## src/kcwl_pkg.sv

```systemverilog
package kcwl_pkg;

    localparam logic [2:0] REQ_GET        = 3'd0;
    localparam logic [2:0] REQ_PUT        = 3'd1;
    localparam logic [2:0] REQ_FLUSH      = 3'd2;
    localparam logic [2:0] REQ_INVALIDATE = 3'd3;
    localparam logic [2:0] REQ_STATS      = 3'd4;

    localparam logic [15:0] WEIGHT_RESET = 16'd1000;
    localparam logic [31:0] COUNT_MAX    = 32'hFFFF_FFFF;

    localparam logic STATUS_OK      = 1'b0;
    localparam logic STATUS_BAD_ARG = 1'b1;

    typedef struct packed {
        logic [2:0]  req_type;
        logic [3:0]  key;
        logic [63:0] data_value;
        logic [63:0] timestamp;
    } t_req;

    typedef struct packed {
        logic        status;
        logic        hit;
        logic [63:0] read_value;
        logic [31:0] hit_total;
        logic [31:0] miss_total;
    } t_rsp;

    typedef struct packed {
        logic [3:0]  key;
        logic [63:0] value;
        logic [63:0] last_use;
        logic [31:0] use_count;
    } t_entry;

    function automatic logic [31:0] sat_inc(input logic [31:0] c);
        return (c == COUNT_MAX) ? c : c + 32'd1;
    endfunction

endpackage

```

## src/kcwl_victim.sv

```systemverilog
module kcwl_victim #(
    parameter int AW = 4
) (
    input  logic          i_clk,
    input  logic          i_rst_n,
    input  logic          i_start,
    input  logic          i_vld,
    input  logic [AW-1:0] i_idx,
    input  logic [63:0]   i_last_use,
    input  logic [31:0]   i_use_count,
    input  logic [15:0]   i_weight,
    output logic [AW-1:0] o_idx
);
    import kcwl_pkg::*;

    logic          r_b_vld;
    logic [AW-1:0] r_b_idx;
    logic [63:0]   r_b_last;
    logic [47:0]   r_b_prod;
    logic          r_found;
    logic [63:0]   r_best_score;
    logic [AW-1:0] r_best_idx;
    logic [63:0]   score;

    // score wraps modulo 2^64
    assign score = r_b_last - {16'd0, r_b_prod};

    always_ff @(posedge i_clk) begin
        if (!i_rst_n || i_start) begin
            r_b_vld <= 1'b0;
            r_found <= 1'b0;
        end else begin
            r_b_vld <= i_vld;
            // strict compare keeps the lowest index on ties
            if (r_b_vld && (!r_found || score < r_best_score)) begin
                r_found <= 1'b1;
            end
        end
        r_b_idx  <= i_idx;
        r_b_last <= i_last_use;
        r_b_prod <= 48'(i_use_count) * 48'(i_weight);
        if (r_b_vld && (!r_found || score < r_best_score)) begin
            r_best_score <= score;
            r_best_idx   <= r_b_idx;
        end
    end

    assign o_idx = r_best_idx;

endmodule
```

## config.mk

```make
export PLATFORM = sky130hd
export DESIGN_NAME = kcwl_victim
export DESIGN_NICKNAME = d
export VERILOG_FILES = /design/src/kcwl_pkg.sv /design/src/kcwl_victim.sv
export SDC_FILE = /design/constraint.sdc
export NUM_CORES = 2
export LEC_CHECK = 0
export BUFFER_PORTS_ARGS = -buffer_cell sky130_fd_sc_hd__buf_4
export CAP_MARGIN = 20
export CORE_UTILIZATION = 50
export CTS_CLUSTER_SIZE = 8
export DETAILED_ROUTE_END_ITERATION = 10
export HOLD_SLACK_MARGIN = 0.02
export PLACE_DENSITY_LB_ADDON = 0.05
export SLEW_MARGIN = 10
export SYNTH_ARGS = -nofsm -noshare
export SYNTH_HDL_FRONTEND = slang
export SYNTH_SLANG_ARGS = --single-unit
```

## constraint.sdc

```tcl
create_clock -name i_clk -period 12.79 [get_ports i_clk]
set_clock_uncertainty 0.2 [all_clocks]
set_input_delay 3.837 -clock i_clk [delete_from_list [all_inputs] [get_ports i_clk]]
set_output_delay 3.837 -clock i_clk [all_outputs]
set_load 0.005 [all_outputs]
```

==> out/results.md <==
| Quantity | This run |
|---|---|
| Run status | finished, final reports clean |
| Number of warnings reported in the yosys synthesis log | 0 |
| Endpoint arrival time on the critical path | 10.30 ns |
| Number of global-route vias before repair | 19330 |
| Pin count of the biggest net entering global routing | 50 |
| Reg2Reg Setup Slack | 6.12 ns |
| Vias per std cell | 5.283 |
| Number of design-rule violations left by the first detailed-router iteration | 924 |
| Worst setup slack after layout | 2.628 ns |
| Max capacitance violation total | 0 |
| Hold Violations, Final | 0 |
| Global-route usage over all layers | 25.63% |
| Count of buffers inserted at the top-level ports | 123 |
| Hold path cells | 0 |
| Reg2reg end | r_best_score[2] |
| Net Count, Synth | 3559 |
| Die area | 51750 um^2 |
| Clock insertion delay at the later pin of the skew report | 0.44 ns |
| Reg2reg start | r_b_last[0] |
| Max_slew headroom | 32.80% |
| CTS sink cnt | 186 |
| CTS buffer count | 17 |
| DR pass1 iterations | 5 |
| Root Buffer | sky130_fd_sc_hd__clkbuf_16 |
| Starting density of the core | 50.67% |
| Fraction of registers with async set or reset after synthesis | 0% |
| Setup slack after placement | 2.165 ns |
| Seq/Total Area, Yosys | 17.33% |
| Detailed-route DRC error count | 0 |
| Flip-flop cell with the highest count after synthesis | sky130_fd_sc_hd__dfxtp_1 |
| Sink of the worst hold path | o_idx[0] |
| Area of the mapped netlist | 25420 um^2 |
| CP most frequent cell | sky130_fd_sc_hd__fa_1 |
| Number of antenna violations at the first check in global routing | 0 |
| TritonCTS clock tree | built |
| Post_cts resized | 0 |
| Buffers & Inverters on Critical Path | 4 |
| Critical path class | input port to flip-flop |
| Number of distinct library cells after synthesis | 65 |
| Post-detailed-route wirelength per cell | 18.03 um |
| Share of the clock period used by the worst path after layout | 79.45% |
| Clock transition time at the flip-flop clock pins of the worst setup and hold paths | 0.07 ns |
| Kind of launch point of the worst setup path | input port |
| Slowest stage cell on the critical path | sky130_fd_sc_hd__fa_1 |
| Fraction of final layout cells with drive strength greater than 1 | 5.957% |
| Number of setup buffers added after CTS | 0 |
| Origin of the worst min-delay path | r_b_idx[0] |
| Global-route wire length before repair | 102.7 mm |
| Length in cells of the worst reg-to-reg path | 26 |
| Maximum clock path buffer count | 2 |
| Number of register bits inferred by synthesis | 186 |
| Final layout net count | 3594 |
| Post-layout instance area | 27340 um^2 |
| CTS HTree Levels | 4 |
| Instance count of the mapped netlist | 2789 |
| Required time reported for the critical path endpoint | 12.93 ns |
| Total placed instance area | 26790 um^2 |
| Most common cell after layout, fill and taps aside | sky130_fd_sc_hd__inv_1 |
| Number of vias in the routed layout | 18540 |
| Final number of setup-violating endpoints | 0 |
| Actual slew at the worst max-slew pin | 0.9827 ns |
| Hold Path Class | flip-flop to flip-flop |
| Crit. path cell count | 22 |
| Floorplan die height | 227.5 um |
| Overflow after GRT | 0 |
| Unrepaired setup endpoints after global routing | false |
| HPWL Detailed | 50.37 mm |
| Most frequent cells in the layout | sky130_fd_sc_hd__inv_1 (573), sky130_fd_sc_hd__fa_1 (419), sky130_fd_sc_hd__nand2_1 (371) |
| Category of the worst setup path capture point | flip-flop |
| Number of top-level pins | 124 |
| Mean Syn Cell Area | 9.115 um^2 |
| Sum of negative setup slack | 0 ns |
| List of cells traversed by the critical path | buf_4 -> nand2_1 -> fa_1 -> inv_1 -> fa_1 -> fa_1 -> fa_1 -> fa_1 -> inv_1 -> fa_1 -> inv_1 -> ha_1 -> a21oi_1 -> o21ai_0 -> a221o_1 -> a21oi_1 -> o21ai_0 -> o21ai_2 -> a21oi_2 -> a221o_1 -> o31a_1 -> o211a_1 |
| Top delay family on crit path | adder cells |
| Hold-fix buffer count after cts | 0 |
| Antenna-violating nets left | 0 |
| Achievable frequency | 98.41 MHz |
| Core area | 50170 um^2 |
| Num rows | 82 |
| P&R area growth vs syn | 7.545% |
| Total wirelength of the detailed-routed design | 63.26 mm |
| Placer Congestion | 0.8588 |
| Min Clock Period, post-route | 10.16 ns |
| Max Transition Viols Final | 0 |
| Maximum fanout along the worst path | 32 |
| Number of antenna cells inserted | 0 |
| Number of enable flip-flop cells after synthesis | 68 |
| Worst path max stage delay | 0.57 ns |
| Die Width | 227.5 um |
[worst max-delay path by stage]
stage	startpoint	end	slack, ns
floorplan	i_use_count[18]	r_b_prod[47]	2.68
finish	i_weight[10]	r_b_prod[47]	2.63
global route	i_weight[10]	r_b_prod[47]	2.31
CTS	i_weight[10]	r_b_prod[47]	2.62
detailed placement	i_weight[10]	r_b_prod[47]	2.17
global placement	i_weight[10]	r_b_prod[47]	2.25
[area by class of cell]
class                           count  area, um^2
Clock inverter                     13       108.9
Inverter                          573        2151
Tap cell                          672       840.8
Multi-Input combinational cell   1922       18460
Clock buffer                       19       442.9
Timing Repair Buffer              124       930.9
Sequential cell                   186        4404
Fill cell                        4705       22830
[Yosys cell counts, types with 3 or more instances]
| master | n | area, um^2 |
|---|---|---|
| sky130_fd_sc_hd__inv_1 | 573 | 2151 |
| sky130_fd_sc_hd__fa_1 | 419 | 8388 |
| sky130_fd_sc_hd__nand2_1 | 371 | 1393 |
| sky130_fd_sc_hd__ha_1 | 231 | 2890 |
| sky130_fd_sc_hd__and2_1 | 219 | 1370 |
| sky130_fd_sc_hd__dfxtp_1 | 118 | 2362 |
| sky130_fd_sc_hd__a21oi_1 | 115 | 575.6 |
| sky130_fd_sc_hd__clkbuf_1 | 107 | 401.6 |
| sky130_fd_sc_hd__o21ai_0 | 73 | 365.4 |
| sky130_fd_sc_hd__nor2_1 | 70 | 262.8 |
| sky130_fd_sc_hd__edfxtp_1 | 68 | 2042 |
| sky130_fd_sc_hd__a21o_1 | 65 | 488.0 |
| sky130_fd_sc_hd__xnor2_1 | 62 | 543.0 |
| sky130_fd_sc_hd__xor2_1 | 41 | 359.1 |
| sky130_fd_sc_hd__nand4_1 | 33 | 206.5 |
| sky130_fd_sc_hd__nand3_1 | 20 | 100.1 |
| sky130_fd_sc_hd__nor3_1 | 20 | 100.1 |
| sky130_fd_sc_hd__o21a_1 | 19 | 142.6 |
| sky130_fd_sc_hd__o21bai_1 | 19 | 142.6 |
| sky130_fd_sc_hd__a211oi_1 | 14 | 105.1 |
| sky130_fd_sc_hd__nor2b_1 | 13 | 81.33 |
| sky130_fd_sc_hd__nand2b_1 | 12 | 75.07 |
| sky130_fd_sc_hd__o211ai_1 | 11 | 82.58 |
| sky130_fd_sc_hd__a31oi_1 | 10 | 62.56 |
| sky130_fd_sc_hd__a21boi_0 | 8 | 60.06 |
| sky130_fd_sc_hd__and3_1 | 8 | 50.05 |
| sky130_fd_sc_hd__a221o_1 | 6 | 60.06 |
| sky130_fd_sc_hd__nor4_1 | 5 | 31.28 |
| sky130_fd_sc_hd__a221oi_1 | 3 | 26.28 |
| sky130_fd_sc_hd__a31o_2 | 3 | 26.28 |
| sky130_fd_sc_hd__a41oi_1 | 3 | 26.28 |
| sky130_fd_sc_hd__o31ai_1 | 3 | 22.52 |
| sky130_fd_sc_hd__or3_1 | 3 | 18.77 |
[registers in the layout, indices dropped and copies added, names as in the netlist]
register      count
r_b_prod         48
r_b_idx           4
o_idx             4
r_b_vld           1
r_found           1
r_b_last         64
r_best_score     64
[kinds of logic after synthesis]
kind of cell               synth area share, %
and+or+nand+nor                          14.77
buffers and inverters                    10.06
adders and majority gates                44.37
AOI/OAI and AO/OA                        9.933
DFF                                      17.33
xor gates and xnor gates                 3.549
[per-stage QoR]
stage | hold slack (ns) | instances | utilization, %
after floorplan | 0.1855 | 2789 | -
after global placement | 0.1901 | 3477 | 53.39
after detailed placement | 0.1914 | 3477 | 53.39
after CTS | 0.2087 | 3509 | 54.49
after global routing | 0.2131 | 3509 | 54.49
final | 0.2064 | 3509 | 54.49
[metal layers]
metal	vias up	wire (um)	global-route usage (%)
li1	8743	-	-
met1	9150	30520	37.53
met2	575	27120	39.29
met3	69	4590	4.775
met4	0	1034	5.737
met5	-	0	0
Power is left out: the tool's default activity adds up to more than one toggle a clock period on the data nets, which glitch-free logic cannot reach.
